<file path="src/design/nicd_pkg.sv">
// Shared types and constants of the NiCd charge controller.
`timescale 1ns / 1ps

package nicd_pkg;

  // Field widths
  localparam int unsigned VOLT_W  = 10;
  localparam int unsigned CUR_W   = 11;
  localparam int unsigned STAGE_W = 3;
  localparam int unsigned KIND_W  = 2;
  localparam int unsigned CELLS_W = 3;
  localparam int unsigned DUTY_W  = 5;
  localparam int unsigned CNT_W   = 10;
  localparam int unsigned CFG_W   = 11;
  localparam int unsigned CFG_IDX_W = 3;

  // Configuration register indexes
  typedef enum logic [CFG_IDX_W-1:0] {
    CFG_EMPTY_LEVEL = 3'd0,
    CFG_PRE_TARGET  = 3'd1,
    CFG_PRE_WINDOW  = 3'd2,
    CFG_FAST_TARGET = 3'd3,
    CFG_FAST_WINDOW = 3'd4,
    CFG_MAX_DUTY    = 3'd5,
    CFG_TRICKLE_LIM = 3'd6
  } cfg_idx_t;

  // Configuration register file contents
  typedef struct packed {
    logic [VOLT_W-1:0] empty_level_cv;
    logic [CUR_W-1:0]  pre_target_ma;
    logic [9:0]        pre_window_ma;
    logic [CUR_W-1:0]  fast_target_ma;
    logic [9:0]        fast_window_ma;
    logic [DUTY_W-1:0] max_duty;
    logic [CNT_W-1:0]  trickle_limit;
  } cfg_t;

  // Fixed voltage decisions, 10 mV units
  localparam logic [VOLT_W-1:0] SINGLE_MAX_CV = 10'd150;
  localparam logic [VOLT_W-1:0] PACK2_CV      = 10'd200;
  localparam logic [VOLT_W-1:0] PACK4_CV      = 10'd400;
  localparam logic [VOLT_W-1:0] PACK7_CV      = 10'd700;

  // Per-cell thresholds, 10 mV units
  localparam logic [7:0] CELL_LOW_CV  = 8'd130;
  localparam logic [7:0] CELL_MID_CV  = 8'd142;
  localparam logic [7:0] CELL_FULL_CV = 8'd149;
  localparam logic [7:0] CELL_OVER_CV = 8'd150;

  // Seven-cell stack current limits, mA
  localparam logic [CUR_W:0] S7_PRE_LO  = 12'd50;
  localparam logic [CUR_W:0] S7_PRE_HI  = 12'd370;
  localparam logic [CUR_W:0] S7_FAST_LO = 12'd120;
  localparam logic [CUR_W:0] S7_FAST_HI = 12'd400;

  localparam logic [DUTY_W-1:0] PRE_DUTY = 5'd1;

  // Classified tick passed from front to back
  typedef struct packed {
    logic              below_empty;
    logic              lt_single;
    logic              ge_pack2;
    logic              ge_pack4;
    logic              ge_pack7;
    logic              is_zero;
    logic [VOLT_W-1:0] voltage_cv;
    logic [CUR_W-1:0]  current_ma;
  } item_t;

endpackage

</file>
<file path="src/design/nicd_in_if.sv">
// Input channel: one tick of voltage and current samples.
`timescale 1ns / 1ps

interface nicd_in_if;
  import nicd_pkg::*;

  logic              valid;
  logic              ready;
  logic [VOLT_W-1:0] voltage_cv;
  logic [CUR_W-1:0]  current_ma;

  modport source (output valid, output voltage_cv, output current_ma, input ready);
  modport sink   (input valid, input voltage_cv, input current_ma, output ready);
endinterface

</file>
<file path="src/design/nicd_out_if.sv">
// Result channel: controller state after each tick.
`timescale 1ns / 1ps

interface nicd_out_if;
  import nicd_pkg::*;

  logic               valid;
  logic               ready;
  logic [STAGE_W-1:0] stage_now;
  logic [KIND_W-1:0]  kind_now;
  logic [CELLS_W-1:0] cells_now;
  logic [DUTY_W-1:0]  duty_out;
  logic               drive_on;

  modport source (output valid, output stage_now, output kind_now, output cells_now,
                  output duty_out, output drive_on, input ready);
  modport sink   (input valid, input stage_now, input kind_now, input cells_now,
                  input duty_out, input drive_on, output ready);
endinterface

</file>
<file path="src/design/nicd_charge_controller.sv">
// Top level of the NiCd charge controller: configuration registers and stage wiring.
`timescale 1ns / 1ps

// NiCd charge controller. Each input beat is one half-second tick with a battery
// voltage sample (10 mV) and a charge current sample (mA); each tick yields exactly
// one result beat with the stage, cell kind, cell count, PWM duty and drive enable
// after that tick. A tick can be taken every cycle while nothing stalls: the front
// registers and classifies the sample, a QUEUE_DEPTH-entry queue decouples it from
// the back, and the back updates the stage machine into the result register, so a
// tick passes the front register, a queue slot and the result register. Configuration
// writes take effect at once and must only be issued while no tick is in flight.
module nicd_charge_controller #(
  parameter int unsigned QUEUE_DEPTH = 2
) (
  input  logic                          clk,
  input  logic                          rst_n,
  nicd_in_if.sink                       in_ch,
  nicd_out_if.source                    out_ch,
  input  logic                          cfg_we,
  input  logic [nicd_pkg::CFG_IDX_W-1:0] cfg_idx,
  input  logic [nicd_pkg::CFG_W-1:0]    cfg_data
);
  import nicd_pkg::*;

  cfg_t  cfg_r;
  logic  push_valid;
  logic  push_ready;
  item_t push_item;
  logic  pop_valid;
  logic  pop_ready;
  item_t pop_item;

  // Write configuration registers; unknown indexes are dropped
  always_ff @(posedge clk) begin
    if (!rst_n) begin
      cfg_r.empty_level_cv <= 10'd50;
      cfg_r.pre_target_ma  <= 11'd350;
      cfg_r.pre_window_ma  <= 10'd100;
      cfg_r.fast_target_ma <= 11'd700;
      cfg_r.fast_window_ma <= 10'd100;
      cfg_r.max_duty       <= 5'd3;
      cfg_r.trickle_limit  <= 10'd186;
    end else if (cfg_we) begin
      unique case (cfg_idx)
        CFG_EMPTY_LEVEL: cfg_r.empty_level_cv <= cfg_data[VOLT_W-1:0];
        CFG_PRE_TARGET:  cfg_r.pre_target_ma  <= cfg_data[CUR_W-1:0];
        CFG_PRE_WINDOW:  cfg_r.pre_window_ma  <= cfg_data[9:0];
        CFG_FAST_TARGET: cfg_r.fast_target_ma <= cfg_data[CUR_W-1:0];
        CFG_FAST_WINDOW: cfg_r.fast_window_ma <= cfg_data[9:0];
        CFG_MAX_DUTY:    cfg_r.max_duty       <= cfg_data[DUTY_W-1:0];
        CFG_TRICKLE_LIM: cfg_r.trickle_limit  <= cfg_data[CNT_W-1:0];
        default: ;
      endcase
    end
  end

  nicd_front u_front (
    .clk            (clk),
    .rst_n          (rst_n),
    .in_ch          (in_ch),
    .empty_level_cv (cfg_r.empty_level_cv),
    .push_valid     (push_valid),
    .push_ready     (push_ready),
    .push_item      (push_item)
  );

  nicd_queue #(
    .DEPTH (QUEUE_DEPTH)
  ) u_queue (
    .clk        (clk),
    .rst_n      (rst_n),
    .push_valid (push_valid),
    .push_ready (push_ready),
    .push_item  (push_item),
    .pop_valid  (pop_valid),
    .pop_ready  (pop_ready),
    .pop_item   (pop_item)
  );

  nicd_back u_back (
    .clk       (clk),
    .rst_n     (rst_n),
    .pop_valid (pop_valid),
    .pop_ready (pop_ready),
    .pop_item  (pop_item),
    .cfg       (cfg_r),
    .out_ch    (out_ch)
  );

endmodule

</file>
<file path="src/design/nicd_front.sv">
// Front stage: accept a tick beat and classify its voltage.
`timescale 1ns / 1ps

module nicd_front (
  input  logic                           clk,
  input  logic                           rst_n,
  nicd_in_if.sink                        in_ch,
  input  logic [nicd_pkg::VOLT_W-1:0]    empty_level_cv,
  output logic                           push_valid,
  input  logic                           push_ready,
  output nicd_pkg::item_t                push_item
);
  import nicd_pkg::*;

  logic  valid_r;
  item_t item_r;
  item_t item_nxt;

  // Take a new beat when the stage is empty or draining into the queue
  assign in_ch.ready = !valid_r || push_ready;

  // Classify against fixed and configured levels
  always_comb begin
    item_nxt.below_empty = in_ch.voltage_cv < empty_level_cv;
    item_nxt.lt_single   = in_ch.voltage_cv < SINGLE_MAX_CV;
    item_nxt.ge_pack2    = in_ch.voltage_cv >= PACK2_CV;
    item_nxt.ge_pack4    = in_ch.voltage_cv >= PACK4_CV;
    item_nxt.ge_pack7    = in_ch.voltage_cv >= PACK7_CV;
    item_nxt.is_zero     = in_ch.voltage_cv == '0;
    item_nxt.voltage_cv  = in_ch.voltage_cv;
    item_nxt.current_ma  = in_ch.current_ma;
  end

  always_ff @(posedge clk) begin
    if (!rst_n) begin
      valid_r <= 1'b0;
    end else if (in_ch.ready) begin
      valid_r <= in_ch.valid;
    end
  end

  always_ff @(posedge clk) begin
    if (in_ch.valid && in_ch.ready) begin
      item_r <= item_nxt;
    end
  end

  assign push_valid = valid_r;
  assign push_item  = item_r;

endmodule

</file>
<file path="src/design/nicd_queue.sv">
// Short queue of classified ticks between front and back.
`timescale 1ns / 1ps

module nicd_queue #(
  parameter int unsigned DEPTH = 2
) (
  input  logic            clk,
  input  logic            rst_n,
  input  logic            push_valid,
  output logic            push_ready,
  input  nicd_pkg::item_t push_item,
  output logic            pop_valid,
  input  logic            pop_ready,
  output nicd_pkg::item_t pop_item
);
  import nicd_pkg::*;

  localparam int unsigned PTR_W = $clog2(DEPTH);
  localparam int unsigned CNT_W = $clog2(DEPTH + 1);
  localparam logic [PTR_W-1:0] LAST = PTR_W'(DEPTH - 1);

  item_t            slot_r [DEPTH];
  logic [PTR_W-1:0] wr_ptr_r;
  logic [PTR_W-1:0] rd_ptr_r;
  logic [CNT_W-1:0] count_r;
  logic             do_push;
  logic             do_pop;

  assign push_ready = count_r != CNT_W'(DEPTH);
  assign pop_valid  = count_r != '0;
  assign pop_item   = slot_r[rd_ptr_r];
  assign do_push    = push_valid && push_ready;
  assign do_pop     = pop_valid && pop_ready;

  // Advance pointers and occupancy
  always_ff @(posedge clk) begin
    if (!rst_n) begin
      wr_ptr_r <= '0;
      rd_ptr_r <= '0;
      count_r  <= '0;
    end else begin
      if (do_push) begin
        wr_ptr_r <= (wr_ptr_r == LAST) ? '0 : wr_ptr_r + 1'b1;
      end
      if (do_pop) begin
        rd_ptr_r <= (rd_ptr_r == LAST) ? '0 : rd_ptr_r + 1'b1;
      end
      if (do_push && !do_pop) begin
        count_r <= count_r + 1'b1;
      end else if (do_pop && !do_push) begin
        count_r <= count_r - 1'b1;
      end
    end
  end

  // Store payload
  always_ff @(posedge clk) begin
    if (do_push) begin
      slot_r[wr_ptr_r] <= push_item;
    end
  end

endmodule

</file>
<file path="src/design/nicd_back.sv">
// Back stage: charge stage machine, duty regulation and result register.
`timescale 1ns / 1ps

module nicd_back (
  input  logic            clk,
  input  logic            rst_n,
  input  logic            pop_valid,
  output logic            pop_ready,
  input  nicd_pkg::item_t pop_item,
  input  nicd_pkg::cfg_t  cfg,
  nicd_out_if.source      out_ch
);
  import nicd_pkg::*;

  typedef enum logic [STAGE_W-1:0] {
    ST_CELL    = 3'd0,
    ST_TYPE    = 3'd1,
    ST_PACK    = 3'd2,
    ST_PRE     = 3'd3,
    ST_FAST    = 3'd4,
    ST_TRICKLE = 3'd5,
    ST_STOP    = 3'd6,
    ST_ERROR   = 3'd7
  } stage_t;

  localparam logic [KIND_W-1:0] KIND_UNKNOWN = 2'd0;
  localparam logic [KIND_W-1:0] KIND_SINGLE  = 2'd1;
  localparam logic [KIND_W-1:0] KIND_PACK    = 2'd3;

  stage_t             stage_r, stage_nxt;
  logic [KIND_W-1:0]  kind_r, kind_nxt;
  logic [CELLS_W-1:0] cells_r, cells_nxt;
  logic [DUTY_W-1:0]  duty_r, duty_nxt;
  logic               drive_r, drive_nxt;
  logic [CNT_W-1:0]   trick_r, trick_nxt;
  logic               out_valid_r;
  logic               take;

  logic [CUR_W:0]  v_ext;
  logic [CUR_W:0]  cur_ext;
  logic [CUR_W:0]  thr_low, thr_mid, thr_full, thr_over;
  logic [CUR_W:0]  pre_lo, pre_hi, fast_lo, fast_hi;
  logic            seven;

  // Per-cell threshold scaled by the cell count
  function automatic logic [CUR_W:0] scale(input logic [7:0] k, input logic [CELLS_W-1:0] n);
    scale = (CUR_W+1)'(k) * (CUR_W+1)'(n);
  endfunction

  // Step duty up below the floor, then down above the ceiling
  function automatic logic [DUTY_W-1:0] regulate(input logic [DUTY_W-1:0] duty,
                                                input logic [CUR_W:0]    cur,
                                                input logic [CUR_W:0]    lo,
                                                input logic [CUR_W:0]    hi,
                                                input logic [DUTY_W-1:0] max_d);
    logic [DUTY_W:0]   up;
    logic [DUTY_W-1:0] d;
    d  = duty;
    up = {1'b0, duty} + 1'b1;
    if (cur < lo) begin
      if (up > {1'b0, max_d}) up = {1'b0, max_d};
      d = up[DUTY_W-1:0];
    end
    if (cur > hi) begin
      d = (d <= PRE_DUTY) ? PRE_DUTY : d - 1'b1;
    end
    regulate = d;
  endfunction

  assign take      = pop_valid && (!out_valid_r || out_ch.ready);
  assign pop_ready = !out_valid_r || out_ch.ready;

  assign v_ext    = (CUR_W+1)'(pop_item.voltage_cv);
  assign cur_ext  = (CUR_W+1)'(pop_item.current_ma);
  assign thr_low  = scale(CELL_LOW_CV, cells_r);
  assign thr_mid  = scale(CELL_MID_CV, cells_r);
  assign thr_full = scale(CELL_FULL_CV, cells_r);
  assign thr_over = scale(CELL_OVER_CV, cells_r);
  assign seven    = cells_r == CELLS_W'(7);
  assign pre_lo   = seven ? S7_PRE_LO  : (CUR_W+1)'(cfg.pre_target_ma);
  assign pre_hi   = seven ? S7_PRE_HI  :
                    (CUR_W+1)'(cfg.pre_target_ma) + (CUR_W+1)'(cfg.pre_window_ma);
  assign fast_lo  = seven ? S7_FAST_LO : (CUR_W+1)'(cfg.fast_target_ma);
  assign fast_hi  = seven ? S7_FAST_HI :
                    (CUR_W+1)'(cfg.fast_target_ma) + (CUR_W+1)'(cfg.fast_window_ma);

  // Work out the next controller state for one tick
  always_comb begin
    logic mid_hit;
    stage_nxt = stage_r;
    kind_nxt  = kind_r;
    cells_nxt = cells_r;
    duty_nxt  = duty_r;
    drive_nxt = drive_r;
    trick_nxt = trick_r;
    mid_hit   = 1'b0;
    unique case (stage_r)
      ST_CELL: begin
        if (pop_item.below_empty) begin
          duty_nxt  = PRE_DUTY;
          drive_nxt = 1'b1;
        end else begin
          stage_nxt = ST_TYPE;
          drive_nxt = 1'b0;
        end
      end
      ST_TYPE: begin
        duty_nxt  = PRE_DUTY;
        drive_nxt = 1'b1;
        if (pop_item.lt_single) begin
          kind_nxt  = KIND_SINGLE;
          cells_nxt = CELLS_W'(1);
          stage_nxt = ST_PRE;
          drive_nxt = 1'b0;
        end else if (pop_item.ge_pack2) begin
          kind_nxt  = KIND_PACK;
          cells_nxt = CELLS_W'(2);
          stage_nxt = ST_PACK;
          drive_nxt = 1'b0;
        end
      end
      ST_PACK: begin
        duty_nxt  = PRE_DUTY;
        drive_nxt = 1'b1;
        if (pop_item.ge_pack2) begin
          cells_nxt = pop_item.ge_pack7 ? CELLS_W'(7) :
                      pop_item.ge_pack4 ? CELLS_W'(4) : CELLS_W'(2);
          stage_nxt = ST_PRE;
          drive_nxt = 1'b0;
        end else begin
          kind_nxt  = KIND_UNKNOWN;
          cells_nxt = '0;
          stage_nxt = ST_ERROR;
        end
      end
      ST_PRE: begin
        drive_nxt = 1'b1;
        if (v_ext > thr_low) begin
          stage_nxt = ST_FAST;
          drive_nxt = 1'b0;
        end
        if (v_ext > thr_over) stage_nxt = ST_TYPE;
        duty_nxt = regulate(duty_r, cur_ext, pre_lo, pre_hi, cfg.max_duty);
        if (pop_item.is_zero) begin
          kind_nxt  = KIND_UNKNOWN;
          cells_nxt = '0;
          stage_nxt = ST_CELL;
        end
      end
      ST_FAST: begin
        drive_nxt = 1'b1;
        if (v_ext < thr_low) begin
          stage_nxt = ST_PRE;
          drive_nxt = 1'b0;
        end else begin
          if (v_ext > thr_full) stage_nxt = ST_TRICKLE;
          if (v_ext > thr_over) stage_nxt = ST_TYPE;
          duty_nxt = regulate(duty_r, cur_ext, fast_lo, fast_hi, cfg.max_duty);
          if (pop_item.is_zero) begin
            kind_nxt  = KIND_UNKNOWN;
            cells_nxt = '0;
            stage_nxt = ST_CELL;
          end
        end
      end
      ST_TRICKLE: begin
        duty_nxt  = PRE_DUTY;
        drive_nxt = 1'b1;
        if (v_ext > thr_over) stage_nxt = ST_TYPE;
        if (v_ext < thr_low) begin
          stage_nxt = ST_PRE;
          drive_nxt = 1'b0;
        end else begin
          // A pulled cell leaves zero cells, so the mid check cannot hit
          if (pop_item.is_zero) begin
            kind_nxt  = KIND_UNKNOWN;
            cells_nxt = '0;
            stage_nxt = ST_CELL;
          end else begin
            mid_hit = v_ext < thr_mid;
          end
          if (mid_hit) begin
            stage_nxt = ST_FAST;
          end else begin
            trick_nxt = trick_r + 1'b1;
            if (trick_nxt >= cfg.trickle_limit) begin
              stage_nxt = ST_STOP;
              drive_nxt = 1'b0;
              trick_nxt = '0;
            end
          end
        end
      end
      ST_STOP, ST_ERROR: begin
        drive_nxt = 1'b0;
        if (v_ext < thr_mid) begin
          stage_nxt = ST_PRE;
        end else if (pop_item.is_zero) begin
          kind_nxt  = KIND_UNKNOWN;
          cells_nxt = '0;
          stage_nxt = ST_CELL;
        end
      end
    endcase
  end

  // Hold state; load it and raise the result beat when a tick is taken
  always_ff @(posedge clk) begin
    if (!rst_n) begin
      stage_r     <= ST_CELL;
      kind_r      <= KIND_UNKNOWN;
      cells_r     <= '0;
      duty_r      <= PRE_DUTY;
      drive_r     <= 1'b0;
      trick_r     <= '0;
      out_valid_r <= 1'b0;
    end else begin
      if (take) begin
        stage_r <= stage_nxt;
        kind_r  <= kind_nxt;
        cells_r <= cells_nxt;
        duty_r  <= duty_nxt;
        drive_r <= drive_nxt;
        trick_r <= trick_nxt;
      end
      if (pop_ready) begin
        out_valid_r <= pop_valid;
      end
    end
  end

  assign out_ch.valid     = out_valid_r;
  assign out_ch.stage_now = stage_r;
  assign out_ch.kind_now  = kind_r;
  assign out_ch.cells_now = cells_r;
  assign out_ch.duty_out  = duty_r;
  assign out_ch.drive_on  = drive_r;

endmodule

</file>
<file path="src/flat_wrapper.sv">
// flat-port wrapper written by rule: the top's interface ports become plain ports
module nicd_charge_controller_flat import nicd_pkg::*;
#(
  parameter int unsigned QUEUE_DEPTH = 2
)
  (clk, rst_n, cfg_we, cfg_idx, cfg_data, in_ch_valid, in_ch_voltage_cv, in_ch_current_ma, in_ch_ready, out_ch_valid, out_ch_stage_now, out_ch_kind_now, out_ch_cells_now, out_ch_duty_out, out_ch_drive_on, out_ch_ready);
  nicd_in_if in_ch_i ();
  nicd_out_if out_ch_i ();
  input  logic clk;
  input  logic rst_n;
  input  logic cfg_we;
  input  logic [nicd_pkg::CFG_IDX_W-1:0] cfg_idx;
  input  logic [nicd_pkg::CFG_W-1:0] cfg_data;
  input wire logic [$bits(in_ch_i.valid)-1:0] in_ch_valid;
  input wire logic [$bits(in_ch_i.voltage_cv)-1:0] in_ch_voltage_cv;
  input wire logic [$bits(in_ch_i.current_ma)-1:0] in_ch_current_ma;
  output wire logic [$bits(in_ch_i.ready)-1:0] in_ch_ready;
  output wire logic [$bits(out_ch_i.valid)-1:0] out_ch_valid;
  output wire logic [$bits(out_ch_i.stage_now)-1:0] out_ch_stage_now;
  output wire logic [$bits(out_ch_i.kind_now)-1:0] out_ch_kind_now;
  output wire logic [$bits(out_ch_i.cells_now)-1:0] out_ch_cells_now;
  output wire logic [$bits(out_ch_i.duty_out)-1:0] out_ch_duty_out;
  output wire logic [$bits(out_ch_i.drive_on)-1:0] out_ch_drive_on;
  input wire logic [$bits(out_ch_i.ready)-1:0] out_ch_ready;
  assign in_ch_i.valid = in_ch_valid;
  assign in_ch_i.voltage_cv = in_ch_voltage_cv;
  assign in_ch_i.current_ma = in_ch_current_ma;
  assign in_ch_ready = in_ch_i.ready;
  assign out_ch_valid = out_ch_i.valid;
  assign out_ch_stage_now = out_ch_i.stage_now;
  assign out_ch_kind_now = out_ch_i.kind_now;
  assign out_ch_cells_now = out_ch_i.cells_now;
  assign out_ch_duty_out = out_ch_i.duty_out;
  assign out_ch_drive_on = out_ch_i.drive_on;
  assign out_ch_i.ready = out_ch_ready;
  nicd_charge_controller #(.QUEUE_DEPTH(QUEUE_DEPTH)) u_core (.clk(clk), .rst_n(rst_n), .in_ch(in_ch_i), .out_ch(out_ch_i), .cfg_we(cfg_we), .cfg_idx(cfg_idx), .cfg_data(cfg_data));
endmodule
</file>
<file path="config.mk">
export PLATFORM = sky130hd
export DESIGN_NAME = nicd_charge_controller_flat
export DESIGN_NICKNAME = d
export VERILOG_FILES = /design/src/design/nicd_pkg.sv /design/src/design/nicd_in_if.sv /design/src/design/nicd_out_if.sv /design/src/design/nicd_charge_controller.sv /design/src/design/nicd_front.sv /design/src/design/nicd_queue.sv /design/src/design/nicd_back.sv /design/src/flat_wrapper.sv
export SDC_FILE = /design/constraint.sdc
export NUM_CORES = 1
export LEC_CHECK = 0
export BUFFER_PORTS_ARGS = -buffer_cell sky130_fd_sc_hd__buf_2
export CORE_MARGIN = 2
export CORE_UTILIZATION = 58
export CTS_BUF_LIST = sky130_fd_sc_hd__clkbuf_8
export CTS_CLUSTER_DIAMETER = 30
export DETAILED_ROUTE_END_ITERATION = 10
export PLACE_DENSITY_LB_ADDON = 0.2
export SKIP_CTS_REPAIR_TIMING = 1
export SLEW_MARGIN = 20
export SYNTH_ARGS = -nofsm -noshare
export SYNTH_HDL_FRONTEND = slang
export SYNTH_SLANG_ARGS = --single-unit
</file>
<file path="constraint.sdc">
create_clock -name clk -period 3.9 [get_ports clk]
set_input_delay 0.78 -clock clk [delete_from_list [all_inputs] [get_ports clk]]
set_output_delay 0.78 -clock clk [all_outputs]
set_load 0.02 [all_outputs]
</file>
# Word level (Yosys, flattened, before mapping)
# Memory sizes are Yosys's and may differ from the RTL's. A register that Yosys moved wholly into a read port is not among the register bits.
# Cells that the tools add are included.
# W data, S select, Z words.
[totals]
reg_bits = 124
mem_bits_rw = 54
input_bits = 40
output_inout_bits = 16
elab_cells = 192
memories = 1
[classes]
n_addsub = 10
mul = 4
n_lt_le_gt_ge = 18
n_eq_ne = 26
muxes = 72
bitwise = 2
n_reduce_logical = 33
[mem_list]
columns = ["name", "depth", "width", "rd", "rd_clocked_by_memory_dff", "write_ports", "line", "text"]
rows = [
  ["u_core.u_queue.slot_r", 2, 27, 1, 1, 1, "nicd_queue.sv:22", "item_t slot_r [DEPTH];"],
]
[ops]
columns = ["operator", "count"]
rows = [
  ["$mux W3", 25],
  ["$mux W5", 12],
  ["$gt A10 B11 Y1", 3],
  ["$mul A7 B3 Y10 const A", 3],
  ["$add A11 B10 Y12", 2],
  ["$eq A3 B3 Y1 const B", 8],
  ["$gt A11 B12 Y1", 2],
  ["$mux W12", 2],
  ["$lt A10 B11 Y1", 2],
  ["$lt A11 B11 Y1", 2],
  ["$mux W11", 2],
  ["$pmux W3 S7", 1],
  ["$pmux W5 S4", 1],
  ["$mux W1", 17],
  ["$mux W2", 8],
  ["$pmux W3 S5", 1],
  ["$reduce_and A2 Y1", 7],
  ["$eq A3 B2 Y1 const B", 4],
  ["$ne A2 B2 Y1 const B", 6],
  ["$mul A8 B3 Y11 const A", 1],
  ["$add A10 B1 Y10 const B", 1],
  ["$ge A10 B10 Y1", 1],
  ["$ge A10 B10 Y1 const B", 1],
  ["$ge A10 B8 Y1 const B", 1],
  ["35 further kinds", 52],
]

# Longest topological paths before layout
[depth]
depth_word = 11
mapped_depth = 22
ltp_nobuf = 22

# Modules after synthesis
# From an unflattened synthesis, not the netlist that was laid out.
[unflattened]
cells_unflattened = 1163
hier_area_um2 = 11638.7
[by_module_without_submodules]
columns = ["mod", "n_inst", "cells_each", "area_each_um2", "seq_area_each_um2"]
rows = [
  ["nicd_back", 1, 730, 5675.4, 500.5],
  ["nicd_charge_controller", 1, 247, 2593.7, 1341.3],
  ["nicd_queue", 1, 108, 2188.3, 1721.7],
  ["nicd_front", 1, 78, 1181.1, 830.8],
]

# Least setup slack after synthesis
# No wires, ideal clock.
[synth_timing]
path_type = "reg-to-reg"
start = "reg (tool-made name)"
end = "reg u_core.u_back.duty_r[3] (netlist: u_core.u_back.out_ch.duty_out[3])"
setup_ps = 74
arrival_time_ps = 4061
required_ps = 3826
setup_slack_ps = -235
stages_incl_launch_ff = 16
path_buffers = 4
period_less_slack_ps = 4135
path_cell_list = "dfxtp_1 buf_2 buf_2 buf_1 clkbuf_1 mux2_2 ha_1 nand4_1 a2111oi_0 nand2_1 nand2_1 o311ai_2 or4_4 nor4_2 a21oi_1 a31oi_1"
[synth_lines]
columns = ["element", "line", "text"]
rows = [
  ["to (signal assigned)", "nicd_back.sv:222", "duty_r <= duty_nxt;"],
  ["to (decl)", "nicd_back.sv:33", "logic [DUTY_W-1:0] duty_r, duty_nxt;"],
]

# Final worst setup path
[layout_timing]
start = "reg u_core.cfg_r[37] (netlist bit)"
end = "reg u_core.u_back.duty_r[2] (netlist: u_core.u_back.out_ch.duty_out[2])"
[layout_via]
elab_chain_cells = 5
[layout_rtl]
columns = ["element", "line", "text"]
rows = [
  ["from (decl)", "nicd_charge_controller.sv:25", "cfg_t cfg_r;"],
  ["$add A11 B10 Y12", "nicd_back.sv:82", "(CUR_W+1)'(cfg.pre_target_ma) + (CUR_W+1)'(cfg.pre_window_ma);"],
  ["$mux W12", "nicd_back.sv:81", "assign pre_hi = seven ? S7_PRE_HI :"],
  ["$gt A11 B12 Y1", "nicd_back.sv:64", "if (cur > hi) begin"],
  ["$mux W5", "nicd_back.sv:64", ""],
  ["$pmux W5 S4", "nicd_back.sv:97", "unique case (stage_r)"],
]
# No other way between the ends.
# A chain may end at the register's enable or synchronous reset.

==> flow_metrics.tcl <==
set metrics [dict create \
    dr.pass1.iters 6 \
    worst-path-buf-inv 1 \
    skew_ns 0.0141 \
    syn_nets 1373 \
    fillCellCount 1509 \
    postSynthCellCount 1202 \
    synth_flop_cell "dfxtp_1" \
    powerDensity_nw_per_um2 533 \
    setup_violations 5 \
    hold_path.class "reg -> reg" \
    power_uw 6850 \
    synth.cell_area_um2 11200 \
    io_buffers 55 \
    critical_path_class "reg -> reg" \
    relSlewSlack 0.458 \
    synth.most_common_cell "nand2_1" \
    vias_per_cell 5.90 \
    die_area_um2 20400 \
    synth_edf_count 81 \
    initial_utilization 0.594 \
    crit_path_frequent_cell "ha_4" \
    yosysTopAreaCell "edfxtp_1" \
    clk_path_buf_depth 2 \
    clkTransAtPathRegs_ns 0.11 \
    grt_setup_unrepaired "yes" \
    rr_startpoint "u_core.cfg_r[37]" \
    tritoncts "built" \
    grt_pass1_vias 8787 \
    insertion_delay_ns 0.48 \
    seq_area_um2 4410 \
    violations "negative setup slack" \
    ys_warn_count 0 \
    core_area_um2 18800 \
    syn_to_final_growth_pct 15.0 \
    cts-root-buf "clkbuf_8" \
    cap_violations 0 \
    ys_ff_latch 179 \
    synth-seq-area-share 0.393 \
    cts_max_level 4 \
    fmax_mhz 247 \
    slowest_delay_ns 0.47 \
    rows 50 \
    cp_cell_sequence "ha_4 > a21o_1 > a221o_1 > o41a_1 > nand2_2 > or3b_4 > ha_4 > nand4_1 > o21ai_1 > a221oi_2 > nor3_2 > o21ai_2 > buf_6 > o311ai_2 > o311ai_1 > a211oi_1 > o31a_1" \
    ys_async_sr_fraction 0 \
    drt_iter0_drc 729 \
    crit_fanout 5 \
    cp_top_family "compound AO/OA/AOI/OAI gates" \
    final_core_util 0.683 \
    synth_cell_types 78 \
    slowest_stage "o41a_1" \
    synth_area_leaders "edfxtp_1 (22%), dfxtp_1 (18%), ha_1 (14%)" \
    drt-total-wl_um 28600 \
    maxSlewViolCount 0 \
    placed_cells 1539 \
    place_congestion 0.994 \
    status "finished, violations left" \
    io_pins 56 \
    end_kind "flop" \
    crit_start "u_core.cfg_r[37]" \
    hpwl_um 21200 \
    ir_drop_uv 289 \
    dpl_worst_slack_ns -0.251 \
    netlist.area_leader.share 0.217 \
    synthTopCellsByCount "nand2_1 (177), ha_1 (127), dfxtp_1 (98)" \
    leakage_uw 0.00539 \
    nets 1474 \
    hold_violations 0 \
    post-route-min-period_ns 4.05 \
    worstMarginPinSlew_ns 0.810 \
    cts_buffers 17 \
    vias 9297 \
    min-delay-start "u_core.u_front.push_item[22]" \
    die_w_um 143 \
    drc 0 \
    required_ns 4.33 \
    crit_arrival_ns 4.48 \
    gr-total-overflow 0 \
    antenna_found_initial 0 \
    drive_gt1_frac 0.180 \
    cts.sinks 179 \
    setup.worst_path.start_class "flop" \
    grt_pass1_wl_um 44700 \
    setup_ws_ns -0.154 \
    postRouteAntennaNets 0 \
    synth_area_per_cell_um2 9.31 \
    grt_max_degree 38 \
    antenna_cells 0 \
    die_h_um 143 \
    multi_input_area_um2 6630 \
    finalCritPeriodShare 1.04 \
    wl_per_cell_um 18.1 \
    grt_usage 0.283 \
    final_cells 1576 \
]
[layer usage]
metal,part of all wire,global-route usage
met5,0,0
met4,0.027,0.105
met3,0.062,0.0530
met2,0.48,0.469
met1,0.43,0.371
[worst register-to-register path, delay by kind of cell (launching register included)]
family,cells,cell delay (ns)
DFF,1,0.35
adders and majority gates,2,0.51
and+or+nand+nor,4,0.87
buffers and inverters,1,0.16
AOI/OAI and AO/OA,10,2.12
[report_power, final]
part / switching, µW / internal (µW)
sequential: 152 / 2130
combinational: 1820 / 1370
clock: 847 / 529
total: 2820 / 4040
[registers in the layout (all words and copies together), names as in the netlist, named ones only]
| name | flops |
|---|---|
| u_core.u_back.out_ch.stage_now | 3 |
| u_core.u_queue.rd_ptr_r | 1 |
| u_core.u_back.out_ch.valid | 1 |
| u_core.u_back.out_ch.duty_out | 5 |
| u_core.cfg_r | 67 |
| u_core.u_back.out_ch.kind_now | 2 |
| u_core.u_back.trick_r | 10 |
| u_core.u_queue.wr_ptr_r | 1 |
| u_core.u_back.out_ch.cells_now | 3 |
| u_core.u_queue.slot_r | 54 |
| u_core.u_front.push_item | 27 |
| u_core.u_back.out_ch.drive_on | 1 |
| u_core.u_queue.count_r | 2 |
| u_core.u_front.push_valid | 1 |
[cells in the final DEF (no fill, tap or decap), drive strengths merged, types with 18 or more instances in the layout]
| cell type | count |
|---|---|
| nand3 | 38 |
| mux2i | 23 |
| nor2 | 69 |
| mux2 | 24 |
| o21ai | 50 |
| a21o | 28 |
| inv | 69 |
| edfxtp | 81 |
| ha | 127 |
| nand2 | 177 |
| xnor2 | 19 |
| a21oi | 95 |
| nand2b | 24 |
| o21a | 18 |
| dfxtp | 98 |
| nor3 | 19 |
| buf | 122 |
| xor2 | 23 |
[cell type report]
| cell class | instances | area share |
|---|---|---|
| Sequential cell | 179 | 0.343 |
| Timing Repair Buffer | 122 | 0.0637 |
| Inverter | 60 | 0.0175 |
| Multi-Input combinational cell | 923 | 0.515 |
| Tap cell | 260 | 0.0253 |
| Clock buffer | 17 | 0.0182 |
| Clock inverter | 15 | 0.0175 |
[cell families (layout without fill, tap and decap cells)]
| family | Yosys count | in the layout | synth area share |
|---|---|---|---|
| compound gates | 292 | 292 | 0.173 |
| xor+xnor | 42 | 42 | 0.0329 |
| fa+ha+maj | 131 | 131 | 0.149 |
| buf+inv | 100 | 214 | 0.0347 |
| flops | 179 | 179 | 0.393 |
| mux | 47 | 47 | 0.0447 |
| simple gates | 411 | 411 | 0.172 |
[worst paths after layout]
check	end	slack, ns	depth (start not counted)
max	u_core.u_back.out_ch.duty_out[2]	-0.15	17
min	u_core.u_queue.slot_r[0][22]	0.45	0
max reg2reg	u_core.u_back.out_ch.duty_out[2]	-0.15	17
min reg2reg	u_core.u_queue.slot_r[0][22]	0.45	0
[stage by stage]
step / TNS [ns] / area [µm²] / hold WS, ns
final: -0.479 / 12900 / 0.454
after global routing: -1.29 / 12900 / 0.426
after CTS: -1.01 / 12600 / 0.431
after detailed placement: -0.868 / 12200 / 0.431
after global placement: -0.315 / 12200 / 0.422
after floorplan: 0 / 11200 / 0.421
(Power assumes the default switching activity.)
